==> config.mk <==
export PLATFORM = sky130hd
export DESIGN_NAME = postfix_stack_evaluator_unit_flat
export DESIGN_NICKNAME = d
export VERILOG_FILES = /design/src/rtl/core/pse_pkg.sv /design/src/rtl/core/pse_tok_if.sv /design/src/rtl/core/pse_res_if.sv /design/src/rtl/core/pse_div.sv /design/src/rtl/core/pse_ctrl.sv /design/src/rtl/core/pse_dp.sv /design/src/rtl/core/postfix_stack_evaluator_unit.sv /design/src/flat_wrapper.sv
export SDC_FILE = /design/constraint.sdc
export NUM_CORES = 2
export LEC_CHECK = 0
export BUFFER_PORTS_ARGS = -buffer_cell sky130_fd_sc_hd__clkbuf_2
export CAP_MARGIN = 10
export CELL_PAD_IN_SITES_DETAIL_PLACEMENT = 1
export CELL_PAD_IN_SITES_GLOBAL_PLACEMENT = 2
export CORE_MARGIN = 10
export CORE_UTILIZATION = 45
export DETAILED_ROUTE_END_ITERATION = 10
export GPL_TIMING_DRIVEN = 1
export PLACE_DENSITY = 0.86
export SETUP_SLACK_MARGIN = 0.2
export SLEW_MARGIN = 5
export SYNTH_ARGS = -nofsm -noshare
export SYNTH_HDL_FRONTEND = slang
export SYNTH_SLANG_ARGS = --single-unit
==> constraint.sdc <==
create_clock -name i_clk -period 9.05 [get_ports i_clk]
set_clock_uncertainty 0.15 [all_clocks]
set_input_delay 1.81 -clock i_clk [delete_from_list [all_inputs] [get_ports i_clk]]
set_output_delay 1.81 -clock i_clk [all_outputs]
set_load 0.05 [all_outputs]
==> src/rtl/core/pse_pkg.sv <==
`default_nettype none
package pse_pkg;

    localparam int WORD_W = 32;
    localparam int OP_W   = 4;
    localparam int ST_W   = 2;

    typedef logic [OP_W-1:0] t_op;
    typedef logic [ST_W-1:0] t_status;
    typedef logic [WORD_W-1:0] t_word;

    localparam t_op OP_PUSH = 4'd0;
    localparam t_op OP_ADD  = 4'd1;
    localparam t_op OP_SUB  = 4'd2;
    localparam t_op OP_MUL  = 4'd3;
    localparam t_op OP_DIV  = 4'd4;
    localparam t_op OP_EQ   = 4'd5;
    localparam t_op OP_NE   = 4'd6;
    localparam t_op OP_LT   = 4'd7;
    localparam t_op OP_GT   = 4'd8;
    localparam t_op OP_LE   = 4'd9;
    localparam t_op OP_GE   = 4'd10;
    localparam t_op OP_AND  = 4'd11;
    localparam t_op OP_OR   = 4'd12;
    localparam t_op OP_XOR  = 4'd13;
    localparam t_op OP_NOT  = 4'd14;

    localparam t_status ST_OK    = 2'd0;
    localparam t_status ST_UNDER = 2'd1;
    localparam t_status ST_OVER  = 2'd2;
    localparam t_status ST_DIVZ  = 2'd3;

    typedef struct packed {
        logic load;
        logic exec;
        logic div_commit;
        logic emit;
    } t_dp_cmd;

    typedef struct packed {
        logic need_div;
        logic last;
        logic div_done;
        logic out_free;
    } t_dp_sts;

endpackage
`default_nettype wire

==> src/rtl/core/pse_tok_if.sv <==
`default_nettype none
interface pse_tok_if;
    import pse_pkg::*;

    logic  valid;
    logic  ready;
    t_op   op;
    t_word operand;
    logic  last;

    modport source (output valid, output op, output operand, output last, input ready);
    modport sink (input valid, input op, input operand, input last, output ready);
endinterface
`default_nettype wire

==> src/rtl/core/pse_res_if.sv <==
`default_nettype none
interface pse_res_if;
    import pse_pkg::*;

    logic    valid;
    logic    ready;
    t_word   value;
    t_status status;

    modport source (output valid, output value, output status, input ready);
    modport sink (input valid, input value, input status, output ready);
endinterface
`default_nettype wire

==> src/rtl/core/pse_div.sv <==
`default_nettype none
module pse_div
    import pse_pkg::*;
(
    input  wire logic  i_clk,
    input  wire logic  i_rst_n,
    input  wire logic  i_start,
    input  wire t_word i_a,
    input  wire t_word i_b,
    output logic       o_done,
    output t_word      o_quo
);

    localparam int CNT_W = $clog2(WORD_W);
    localparam logic [CNT_W-1:0] CNT_LAST = CNT_W'(WORD_W - 1);

    logic             r_busy;
    logic             r_done;
    logic [CNT_W-1:0] r_cnt;
    t_word            r_rem;
    t_word            r_quo;
    t_word            r_div;
    logic             r_neg;

    logic [WORD_W:0] w_shift;
    logic [WORD_W:0] w_diff;
    logic            w_fit;

    assign w_shift = {r_rem, r_quo[WORD_W-1]};
    assign w_diff  = w_shift - {1'b0, r_div};
    assign w_fit   = (w_shift >= {1'b0, r_div});

    always_ff @(posedge i_clk) begin
        if (!i_rst_n) begin
            r_busy <= 1'b0;
            r_done <= 1'b0;
            r_cnt  <= '0;
        end else begin
            r_done <= 1'b0;
            if (i_start) begin
                r_busy <= 1'b1;
                r_cnt  <= '0;
            end else if (r_busy) begin
                r_cnt <= r_cnt + CNT_W'(1);
                if (r_cnt == CNT_LAST) begin
                    r_busy <= 1'b0;
                    r_done <= 1'b1;
                end
            end
        end
    end

    always_ff @(posedge i_clk) begin
        if (i_start) begin
            r_rem <= '0;
            r_quo <= i_a[WORD_W-1] ? (WORD_W'(0) - i_a) : i_a;
            r_div <= i_b[WORD_W-1] ? (WORD_W'(0) - i_b) : i_b;
            r_neg <= i_a[WORD_W-1] ^ i_b[WORD_W-1];
        end else if (r_busy) begin
            r_rem <= w_fit ? w_diff[WORD_W-1:0] : w_shift[WORD_W-1:0];
            r_quo <= {r_quo[WORD_W-2:0], w_fit};
        end
    end

    assign o_done = r_done;
    assign o_quo  = r_neg ? (WORD_W'(0) - r_quo) : r_quo;

endmodule
`default_nettype wire

==> src/rtl/core/pse_ctrl.sv <==
`default_nettype none
module pse_ctrl
    import pse_pkg::*;
(
    input  wire logic    i_clk,
    input  wire logic    i_rst_n,
    input  wire logic    i_tok_valid,
    output logic         o_tok_ready,
    input  wire t_dp_sts i_sts,
    output t_dp_cmd      o_cmd
);

    localparam logic [1:0] S_IDLE = 2'd0;
    localparam logic [1:0] S_EXEC = 2'd1;
    localparam logic [1:0] S_DIV  = 2'd2;
    localparam logic [1:0] S_EMIT = 2'd3;

    logic [1:0] r_state;
    logic [1:0] n_state;

    always_comb begin
        n_state = r_state;
        o_cmd   = '0;
        case (r_state)
            S_IDLE: begin
                if (i_tok_valid) begin
                    o_cmd.load = 1'b1;
                    n_state    = S_EXEC;
                end
            end
            S_EXEC: begin
                o_cmd.exec = 1'b1;
                if (i_sts.need_div) begin
                    n_state = S_DIV;
                end else if (i_sts.last) begin
                    n_state = S_EMIT;
                end else begin
                    n_state = S_IDLE;
                end
            end
            S_DIV: begin
                if (i_sts.div_done) begin
                    o_cmd.div_commit = 1'b1;
                    n_state = i_sts.last ? S_EMIT : S_IDLE;
                end
            end
            S_EMIT: begin
                if (i_sts.out_free) begin
                    o_cmd.emit = 1'b1;
                    n_state    = S_IDLE;
                end
            end
            default: begin
                n_state = S_IDLE;
            end
        endcase
    end

    always_ff @(posedge i_clk) begin
        if (!i_rst_n) begin
            r_state <= S_IDLE;
        end else begin
            r_state <= n_state;
        end
    end

    assign o_tok_ready = (r_state == S_IDLE);

endmodule
`default_nettype wire

==> src/rtl/core/pse_dp.sv <==
`default_nettype none
module pse_dp
    import pse_pkg::*;
#(
    parameter int STACK_DEPTH = 16
) (
    input  wire logic    i_clk,
    input  wire logic    i_rst_n,
    input  wire t_op     i_op,
    input  wire t_word   i_operand,
    input  wire logic    i_last,
    input  wire t_dp_cmd i_cmd,
    output t_dp_sts      o_sts,
    input  wire logic    i_res_ready,
    output logic         o_res_valid,
    output t_word        o_res_value,
    output t_status      o_res_status
);

    localparam int DW = $clog2(STACK_DEPTH + 1);
    localparam int AW = $clog2(STACK_DEPTH);
    localparam logic [DW-1:0] DEPTH_ONE  = DW'(1);
    localparam logic [DW-1:0] DEPTH_TWO  = DW'(2);
    localparam logic [DW-1:0] DEPTH_FULL = DW'(STACK_DEPTH);

    // The top of stack lives in r_top; the entries below it live in r_stack.
    t_word r_stack [STACK_DEPTH];
    t_word r_top;
    t_word r_below;
    logic [DW-1:0] r_depth;
    t_status r_err;

    t_op  r_op;
    t_word r_operand;
    logic r_last;

    logic    r_out_valid;
    t_word   r_out_value;
    t_status r_out_status;

    t_word         n_top;
    logic [DW-1:0] n_depth;
    t_status       n_err;
    logic          w_wr_en;
    logic [DW-1:0] w_rd_idx;
    logic [DW-1:0] w_wr_idx;
    t_word         w_prod;
    t_word         w_alu;
    t_word         w_quo;
    logic          w_div_done;
    logic          w_is_bin;
    logic          w_has_two;
    logic          w_need_div;

    assign w_rd_idx   = r_depth - DEPTH_TWO;
    assign w_wr_idx   = r_depth - DEPTH_ONE;
    assign w_prod     = r_below * r_top;
    assign w_is_bin   = (r_op inside {[OP_ADD:OP_XOR]});
    assign w_has_two  = (r_depth >= DEPTH_TWO);
    assign w_need_div = (r_op == OP_DIV) && w_has_two && (r_top != '0);

    always_comb begin
        case (r_op)
            OP_ADD:  w_alu = r_below + r_top;
            OP_SUB:  w_alu = r_below - r_top;
            OP_MUL:  w_alu = w_prod;
            OP_EQ:   w_alu = WORD_W'(r_below == r_top);
            OP_NE:   w_alu = WORD_W'(r_below != r_top);
            OP_LT:   w_alu = WORD_W'($signed(r_below) < $signed(r_top));
            OP_GT:   w_alu = WORD_W'($signed(r_below) > $signed(r_top));
            OP_LE:   w_alu = WORD_W'($signed(r_below) <= $signed(r_top));
            OP_GE:   w_alu = WORD_W'($signed(r_below) >= $signed(r_top));
            OP_AND:  w_alu = r_below & r_top;
            OP_OR:   w_alu = r_below | r_top;
            OP_XOR:  w_alu = r_below ^ r_top;
            default: w_alu = '0;
        endcase
    end

    pse_div u_div (
        .i_clk   (i_clk),
        .i_rst_n (i_rst_n),
        .i_start (i_cmd.exec && w_need_div),
        .i_a     (r_below),
        .i_b     (r_top),
        .o_done  (w_div_done),
        .o_quo   (w_quo)
    );

    always_comb begin
        n_top   = r_top;
        n_depth = r_depth;
        n_err   = r_err;
        w_wr_en = 1'b0;
        if (i_cmd.exec) begin
            if (r_op == OP_PUSH) begin
                if (r_depth >= DEPTH_FULL) begin
                    if (r_err == ST_OK) begin
                        n_err = ST_OVER;
                    end
                end else begin
                    w_wr_en = 1'b1;
                    n_top   = r_operand;
                    n_depth = r_depth + DEPTH_ONE;
                end
            end else if (w_is_bin) begin
                if (!w_has_two) begin
                    if (r_err == ST_OK) begin
                        n_err = ST_UNDER;
                    end
                end else if (r_op == OP_DIV) begin
                    if (r_top == '0) begin
                        if (r_err == ST_OK) begin
                            n_err = ST_DIVZ;
                        end
                        n_top   = '0;
                        n_depth = r_depth - DEPTH_ONE;
                    end
                end else begin
                    n_top   = w_alu;
                    n_depth = r_depth - DEPTH_ONE;
                end
            end else if (r_op == OP_NOT) begin
                n_top = ~r_top;
            end
        end else if (i_cmd.div_commit) begin
            n_top   = w_quo;
            n_depth = r_depth - DEPTH_ONE;
        end else if (i_cmd.emit) begin
            n_top   = '0;
            n_depth = DEPTH_ONE;
            n_err   = ST_OK;
        end
    end

    always_ff @(posedge i_clk) begin
        if (!i_rst_n) begin
            r_top       <= '0;
            r_depth     <= DEPTH_ONE;
            r_err       <= ST_OK;
            r_out_valid <= 1'b0;
        end else begin
            r_top   <= n_top;
            r_depth <= n_depth;
            r_err   <= n_err;
            if (i_cmd.emit) begin
                r_out_valid <= 1'b1;
            end else if (i_res_ready) begin
                r_out_valid <= 1'b0;
            end
        end
    end

    always_ff @(posedge i_clk) begin
        if (i_cmd.load) begin
            r_op      <= i_op;
            r_operand <= i_operand;
            r_last    <= i_last;
        end
        if (i_cmd.emit) begin
            r_out_value  <= (r_err == ST_OK) ? r_top : '0;
            r_out_status <= r_err;
        end
    end

    always_ff @(posedge i_clk) begin
        if (w_wr_en) begin
            r_stack[w_wr_idx[AW-1:0]] <= r_top;
        end
        if (i_cmd.load) begin
            r_below <= r_stack[w_rd_idx[AW-1:0]];
        end
    end

    assign o_sts.need_div = w_need_div;
    assign o_sts.last     = r_last;
    assign o_sts.div_done = w_div_done;
    assign o_sts.out_free = !r_out_valid || i_res_ready;

    assign o_res_valid  = r_out_valid;
    assign o_res_value  = r_out_value;
    assign o_res_status = r_out_status;

endmodule
`default_nettype wire

==> src/rtl/core/postfix_stack_evaluator_unit.sv <==
// Postfix expression evaluator on a stack of signed 32-bit integers.
// Tokens arrive on i_tok (op, operand, last) and are taken when valid and
// ready are both high; ready is high only while the block waits for a token.
// A token marked last produces one request on o_res carrying the top of stack
// (zero on error) and a status code; other tokens produce nothing.
// Each accepted token is executed (EXEC state) before ready returns; a
// division of two entries by a nonzero divisor first runs through a
// one-bit-per-cycle divider (DIV). A last token then loads the result (EMIT).
// The result register holds its request until o_res.ready; if it is still
// full when the next result is due, the block waits without taking tokens,
// while the register frees itself as soon as the receiver takes it.
// After a result is loaded, the stack returns to a single zero entry and the
// status clears, so the next token starts a new expression.
// Reset (i_rst_n low, synchronous) empties the result register and sets the
// stack to a single zero entry; no clearing pass is needed.
// STACK_DEPTH sets the number of stack entries, from 2 to 256.
`default_nettype none
module postfix_stack_evaluator_unit
    import pse_pkg::*;
#(
    parameter int STACK_DEPTH = 16
) (
    input wire logic i_clk,
    input wire logic i_rst_n,
    pse_tok_if.sink   i_tok,
    pse_res_if.source o_res
);

    t_dp_cmd w_cmd;
    t_dp_sts w_sts;

    pse_ctrl u_ctrl (
        .i_clk       (i_clk),
        .i_rst_n     (i_rst_n),
        .i_tok_valid (i_tok.valid),
        .o_tok_ready (i_tok.ready),
        .i_sts       (w_sts),
        .o_cmd       (w_cmd)
    );

    pse_dp #(
        .STACK_DEPTH (STACK_DEPTH)
    ) u_dp (
        .i_clk        (i_clk),
        .i_rst_n      (i_rst_n),
        .i_op         (i_tok.op),
        .i_operand    (i_tok.operand),
        .i_last       (i_tok.last),
        .i_cmd        (w_cmd),
        .o_sts        (w_sts),
        .i_res_ready  (o_res.ready),
        .o_res_valid  (o_res.valid),
        .o_res_value  (o_res.value),
        .o_res_status (o_res.status)
    );

    a_emit_before_valid: assert property (@(posedge i_clk) disable iff (!i_rst_n)
        $rose(o_res.valid) |-> $past(w_cmd.emit))
        else $error("result appeared without a load");

    a_error_value_zero: assert property (@(posedge i_clk) disable iff (!i_rst_n)
        (o_res.valid && (o_res.status != ST_OK)) |-> (o_res.value == '0))
        else $error("nonzero value with error status");

    a_div_not_idle: assert property (@(posedge i_clk) disable iff (!i_rst_n)
        w_sts.div_done |-> !i_tok.ready)
        else $error("divider finished while idle");

endmodule
`default_nettype wire

==> src/flat_wrapper.sv <==
// flat-port wrapper written by rule: the top's interface ports become plain ports
module postfix_stack_evaluator_unit_flat import pse_pkg::*;
#(
    parameter int STACK_DEPTH = 16
)
  (i_clk, i_rst_n, i_tok_valid, i_tok_op, i_tok_operand, i_tok_last, i_tok_ready, o_res_valid, o_res_value, o_res_status, o_res_ready);
  pse_tok_if i_tok_i ();
  pse_res_if o_res_i ();
  input wire logic i_clk;
  input wire logic i_rst_n;
  input wire logic [$bits(i_tok_i.valid)-1:0] i_tok_valid;
  input wire logic [$bits(i_tok_i.op)-1:0] i_tok_op;
  input wire logic [$bits(i_tok_i.operand)-1:0] i_tok_operand;
  input wire logic [$bits(i_tok_i.last)-1:0] i_tok_last;
  output wire logic [$bits(i_tok_i.ready)-1:0] i_tok_ready;
  output wire logic [$bits(o_res_i.valid)-1:0] o_res_valid;
  output wire logic [$bits(o_res_i.value)-1:0] o_res_value;
  output wire logic [$bits(o_res_i.status)-1:0] o_res_status;
  input wire logic [$bits(o_res_i.ready)-1:0] o_res_ready;
  assign i_tok_i.valid = i_tok_valid;
  assign i_tok_i.op = i_tok_op;
  assign i_tok_i.operand = i_tok_operand;
  assign i_tok_i.last = i_tok_last;
  assign i_tok_ready = i_tok_i.ready;
  assign o_res_valid = o_res_i.valid;
  assign o_res_value = o_res_i.value;
  assign o_res_status = o_res_i.status;
  assign o_res_i.ready = o_res_ready;
  postfix_stack_evaluator_unit #(.STACK_DEPTH(STACK_DEPTH)) u_core (.i_clk(i_clk), .i_rst_n(i_rst_n), .i_tok(i_tok_i), .o_res(o_res_i));
endmodule
# Yosys cells after proc, flatten, opt, wreduce, memory -nomap -nowiden

Memory sizes are Yosys's and may differ from the RTL's. A register that Yosys moved wholly into a read port is not among the register bits.
Index checks and enable logic that the tools add are counted.

Register bits after elaboration: 217
Memories: 1
Memory bits (writable): 512
Output and inout port bits: 36

Memory list:

| memory              | words | width | rd ports | clocked after memory_dff | write ports | RTL line     | RTL |
|---|---|---|---|---|---|---|---|
| u_core.u_dp.r_stack | 16    | 32    | 1        | 1                        | 1           | pse_dp.sv:27 | `t_word r_stack [STACK_DEPTH];` |

Equality and inequality tests: 37
Add/subtract/negate cells: 10
Muxes and demuxes: 62
Reduce and logical (&&, ||, !) cells: 21
Bitwise logic cells: 7
$mul: 1
$lt $le $gt $ge: 9

Operators with widths:

| cell                                               | number |
|---|---|
| two-way mux 32 bit                                 | 15 |
| one-hot mux 32 bit (12 select lines)               | 1 |
| subtractor 1 x 32 -> 32 bit (first input constant) | 3 |
| subtractor 32 bit                                  | 2 |
| two-way mux 5 bit                                  | 9 |
| two-way mux 2 bit                                  | 17 |
| >= comparator 33 x 32 -> 1 bit                     | 1 |
| adder 32 bit                                       | 1 |
| AND 32 bit                                         | 1 |
| equality test 32 bit                               | 1 |
| >= comparator 32 bit                               | 1 |
| greater-than comparator 32 bit                     | 1 |
| less-or-equal comparator 32 bit                    | 1 |
| logical NOT 32 bit                                 | 1 |
| less-than comparator 32 bit                        | 1 |
| multiplier 32 x 32 -> 32 bit                       | 1 |
| inequality test 32 bit                             | 1 |
| inverter 32 bit                                    | 1 |
| OR 32 bit                                          | 1 |
| nonzero test 32 bit                                | 1 |
| XOR 32 bit                                         | 1 |
| two-way mux 31 bit                                 | 1 |
| equality test 4 bit (second input constant)        | 7 |
| two-way mux 1 bit                                  | 18 |
| other kinds (37)                                   | 59 |

# Longest topological paths before layout

Word-level depth: 8
Gate-level depth with buffers: 30

# Cells and area by module

Synthesis repeated with hierarchy kept, for this count alone.

Cell total of the unflattened synthesis: 4578
Area total of the unflattened synthesis: 52685.5 um^2

By module, submodules not included:

| module   | area each (um^2) | cells an instance | instances |
|---|---|---|---|
| pse_dp   | 44944.4          | 3705              | 1 |
| pse_div  | 7586.0           | 853               | 1 |
| pse_ctrl | 155.1            | 20                | 1 |

# Least setup slack after synthesis

No wires, ideal clock.

Path type: reg2reg
Start point: reg u_core.u_dp.r_top[5]
End point: reg u_core.u_dp.r_top[30]
Cell stages (with the launch flop): 26
Required time: 8.809 ns
Setup slack: 1.218 ns
Arrival: 7.591 ns
Path through: dfxtp_1 -> clkbuf_1 -> clkinv_1 -> clkbuf_1 -> nor2_1 -> fa_1 -> fa_1 -> fa_1 -> inv_1 -> fa_1 -> inv_1 -> fa_1 -> inv_1 -> fa_1 -> inv_1 -> fa_1 -> fa_1 -> ha_1 -> nand4_1 -> a2111oi_0 -> a211oi_1 -> or3_1 -> o21ai_0 -> xor2_1 -> nand2_1 -> a311oi_1

Longest elaborated chain between the ends: 7

Ends and longest elaborated chain:

| what                                                       | RTL line      | RTL |
|---|---|---|
| start: declaration                                         | pse_dp.sv:28  | `t_word r_top;` |
| start signal: assignment                                   | pse_dp.sv:143 | `r_top <= n_top;` |
| multiplier 32 x 32 -> 32 bit, or another cell as far along | pse_dp.sv:57  | `assign w_prod = r_below * r_top;` |
| one-hot mux 32 bit (12 select lines)                       | pse_dp.sv:63  | `case (r_op)` |
| two-way mux 32 bit                                         | pse_dp.sv:111 | `end else if (r_op == OP_DIV) begin` |
| two-way mux 32 bit                                         | pse_dp.sv:107 | `if (!w_has_two) begin` |
| two-way mux 32 bit                                         | pse_dp.sv:106 | `end else if (w_is_bin) begin` |
| two-way mux 32 bit                                         | pse_dp.sv:96  | `if (r_op == OP_PUSH) begin` |
| two-way mux 32 bit                                         | pse_dp.sv:95  | `if (i_cmd.exec) begin` |

Several ways; a longest one is shown, not always the timed one. The select of a mux whose other input is x is not followed.
A chain may end at the register's enable or synchronous reset.

# Final worst setup path

Start point: reg u_core.u_dp.r_top[10]
End point: reg u_core.u_dp.r_top[30]

The elaborated chain is that of the path after synthesis.

==> impl_metrics.env <==
export IMPL_placed_area_um2=55520
export IMPL_place_congestion=0.9686
export IMPL_synth_top_cell_area_share_pct=38.72
export IMPL_cts_tree="yes"
export IMPL_ys_seq_elements=761
export IMPL_clock_path_buffers=3
export IMPL_synth_largest_area_cell="edfxtp_1"
export IMPL_drt_initial_drc_count=4132
export IMPL_yosys_mux_area_fraction_pct=7.405
export IMPL_crit_fanout=26
export IMPL_wirelength_um=204300
export IMPL_synthAdderAreaFrac_pct=21.89
export IMPL_grt_max_degree=77
export IMPL_synth_top_family_by_area="adder cells"
export IMPL_synth_main_ff_cell="edfxtp_1"
export IMPL_dp_slack_ns=0.3326
export IMPL_floorplan_initialDensity_pct=45.38
export IMPL_core_um2=116200
export IMPL_synthToLayoutAreaGrowth_pct=10.59
export IMPL_power_leakage_nw=22.70
export IMPL_final_util_pct=50.19
export IMPL_hold_depth=2
export IMPL_clockRootBuffer="clkbuf_16"
export IMPL_setup_slack_ns=0.5173
export IMPL_finalSetupViolCount=0
export IMPL_relSlewSlack_pct=16.21
export IMPL_post_cts_buffers=0
export IMPL_fin_tns_setup_ns=0
export IMPL_seq_area_frac_synth_pct=41.80
export IMPL_num_rows=125
export IMPL_cts_sinks=761
export IMPL_grt_pass1_vias=42320
export IMPL_num_vias=39595
export IMPL_nets=5410
export IMPL_die_area_um2=131300
export IMPL_worst_setup_path_end_kind="register"
export IMPL_status="completed"
export IMPL_synth_compound_area_share_pct=9.763
export IMPL_cts_buffers_inserted=82
export IMPL_drive_above_1_share_pct=12.98
export IMPL_drv_slew=0
export IMPL_syn_inst=4625
export IMPL_ys_warn_count=0
export IMPL_max_cap_violations=0
export IMPL_fillerInstances=12220
export IMPL_p_per_area_nw_per_um2=239.4
export IMPL_route_detailed_wl_per_inst_um=32.47
export IMPL_critPathKind="reg -> reg"
export IMPL_async_reset_ff_share_pct=0
export IMPL_io_pins=77
export IMPL_grt_antenna_before_repair=7
export IMPL_synth_cell_type_count=89
export IMPL_synth_area_leaders="edfxtp_1 39%, fa_1 16%, mux4_2 6.8%, ha_1 6.3%, inv_1 3.6%"
export IMPL_drc_errors=0
export IMPL_routed_via_density=6.294
export IMPL_grt_pass1_wl_um=297000
export IMPL_yosys_area_share_simple_pct=9.963
export IMPL_rsz0062_at_grt="no"
export IMPL_port_buffers=76
export IMPL_rr_worst_depth=20
export IMPL_cp_arrival_ns=8.98
export IMPL_min_path_type="reg -> reg"
export IMPL_critPathLaunchType="register"
export IMPL_die_h_um=362.3
export IMPL_worst_slew_pin_slew_ns=1.252
export IMPL_path_clk_slew_ns=0.06
export IMPL_finalHoldViolations=0
export IMPL_syn_nets=5342
export IMPL_synth_xor_area_share_pct=3.514
export IMPL_fmax_ghz=0.1172
export IMPL_dr_pass1_iters=6
export IMPL_clk_latency_ns=0.75
export IMPL_syn_cell_area_um2=52730
export IMPL_postRouteAntennaNets=0
export IMPL_min_period_over_period_pct=94.28
export IMPL_vdd_ir_drop_max_v=0.0003568
export IMPL_grt_usage_pct=31.00
export IMPL_die_w_um=362.3
export IMPL_synth_edf_count=680
export IMPL_final_cell_area_um2=58320
export IMPL_h_tree_depth=3
export IMPL_fin_crit_ns=8.533
export IMPL_avgSynthCellArea_um2=11.40
export IMPL_grt_ovfl_total=0
export IMPL_crit_required_ns=9.50
export IMPL_dp_hpwl_um=139300
## final timing paths
check,from,end,slack (ns)
setup reg to reg,u_core.u_dp.r_top[10]$_SDFFE_PN0P_,u_core.u_dp.r_top[30]$_SDFFE_PN0P_,0.52
hold / removal,u_core.u_dp.u_div.r_rem[7]$_SDFFE_PP0P_,u_core.u_dp.u_div.r_rem[7]$_SDFFE_PP0P_,0.35
hold reg to reg,u_core.u_dp.u_div.r_rem[7]$_SDFFE_PP0P_,u_core.u_dp.u_div.r_rem[7]$_SDFFE_PP0P_,0.35
setup / recovery,u_core.u_dp.r_top[10]$_SDFFE_PN0P_,u_core.u_dp.r_top[30]$_SDFFE_PN0P_,0.52
## layout by cell type (no fill, tap or decap), drive strengths merged, types with 28 or more instances in the layout
master  synthesis  final
dfxtp          81     81
xor2           48     48
a21o           38     38
nand3          47     47
mux2i          29     29
nor2          475    475
clkbuf        196    175
o21ai         193    193
inv           512    519
a31oi          28     28
xnor2         161    161
nand2         415    415
o31ai          39     39
o211ai         34     34
o22ai          33     33
clkinv         17     53
fa            411    411
buf            65    169
nor3           78     78
mux4          160    160
ha            265    265
a211oi         41     41
edfxtp        680    680
a21oi         196    196
## worst max-delay path, stage by stage, from the launching register on
cell and delay [ns]:
dfxtp_1 0.85, buf_4 0.54, nand2_1 0.14, fa_1 0.48, fa_1 0.60, fa_1 0.63
fa_1 0.46, fa_1 0.54, inv_1 0.05, fa_1 0.45, fa_1 0.51, fa_1 0.46
ha_1 0.40, nand4_1 0.22, a2111oi_2 0.48, a211oi_1 0.19, or3_1 0.47, o21ai_0 0.25
xor2_1 0.18, nand2_1 0.08, a311oi_1 0.26
## metal layers
metal	vias to the layer above	GRT usage (%)	routed length [um]
met3	609	6.380	18140
li1	16325	-	-
met5	-	0.1849	27
met4	4	17.69	13640
met2	2167	49.25	94110
met1	20490	39.32	78360
## Yosys cell counts (all sizes together) (6+ instances only)
cell type  count
a2111oi        8
a211o          6
a211oi        41
a21o          38
a21oi        196
a221oi        23
a22oi         10
a311oi         9
a31oi         28
and2           7
and3          11
buf           65
clkbuf       196
clkinv        17
dfxtp         81
edfxtp       680
fa           411
ha           265
inv          512
mux2i         29
mux4         160
nand2        415
nand2b        23
nand3         47
nand4         18
nor2         475
nor2b         24
nor3          78
nor3b          6
nor4          23
o211ai        34
o21a          17
o21ai        193
o21bai        21
o221ai        24
o22ai         33
o31ai         39
o41ai         14
or2           22
or3           27
or4           17
xnor2        161
xor2          48
## where the power goes
| group | switching, mW | internal, mW | leakage, nW |
|---|---|---|---|
| sequential | 0.0705 | 3.95 | 6.94 |
| combinational | 4.07 | 2.38 | 14.4 |
| clock | 1.57 | 1.93 | 1.34 |
## metrics by stage
step	instances	total power, mW	hold WS (ns)
after floorplan	4625	8.190	0.2564
after global placement	6133	10.25	0.3260
after CTS	6287	13.91	0.3552
final	6291	13.96	0.3508
after detailed placement	6133	10.37	0.3398
after global routing	6287	14.65	0.3628
## sequential cells by signal, summed over array words and instances, names as in the netlist, 2 cells and up
name / count
u_core.u_dp.r_stack: 512
u_core.u_dp.r_below: 32
u_core.u_dp.u_div.r_cnt: 5
u_core.u_dp.r_depth: 5
u_core.u_dp.o_res_value: 32
u_core.u_dp.u_div.r_quo: 32
u_core.u_dp.r_err: 2
u_core.u_dp.o_res_status: 2
u_core.u_dp.u_div.r_rem: 32
u_core.u_dp.r_top: 32
u_core.u_dp.r_op: 4
u_core.u_dp.u_div.r_div: 32
u_core.u_dp.r_operand: 32
u_core.u_ctrl.r_state: 2
## repair_timing
item                                    in CTS  in global routing
hold buffers                                 0                  0
endpoints found under the setup margin       0                  3
hold endpoints to repair                     0                  0
resized for setup                            0                  6
## area by class of cell
cell class | count | area [um^2] | share of cell area, %
multi-input cells | 3074 | 27900 | 47.83
clock buffers | 99 | 2146 | 3.679
clock inverters | 55 | 620.6 | 1.064
inverters | 529 | 1997 | 3.424
diodes | 4 | 10.01 | 0.01716
flip-flops and latches | 761 | 22060 | 37.82
repair buffers | 245 | 1687 | 2.892
well taps | 1524 | 1907 | 3.270
## kinds of logic (layout without fill, tap and decap cells)
kind of cell             after synthesis  count (layout)
other                                  0               4
adder cells (fa/ha/maj)              676             676
AND/OR/NAND/NOR                     1204            1204
multiplexers                         190             190
flip-flops                           761             761
XOR/XNOR                             210             210
buffers and inverters                790             928
AO/OA/AOI/OAI                        794             794
Note: power is estimated with default switching activity, not from simulation.
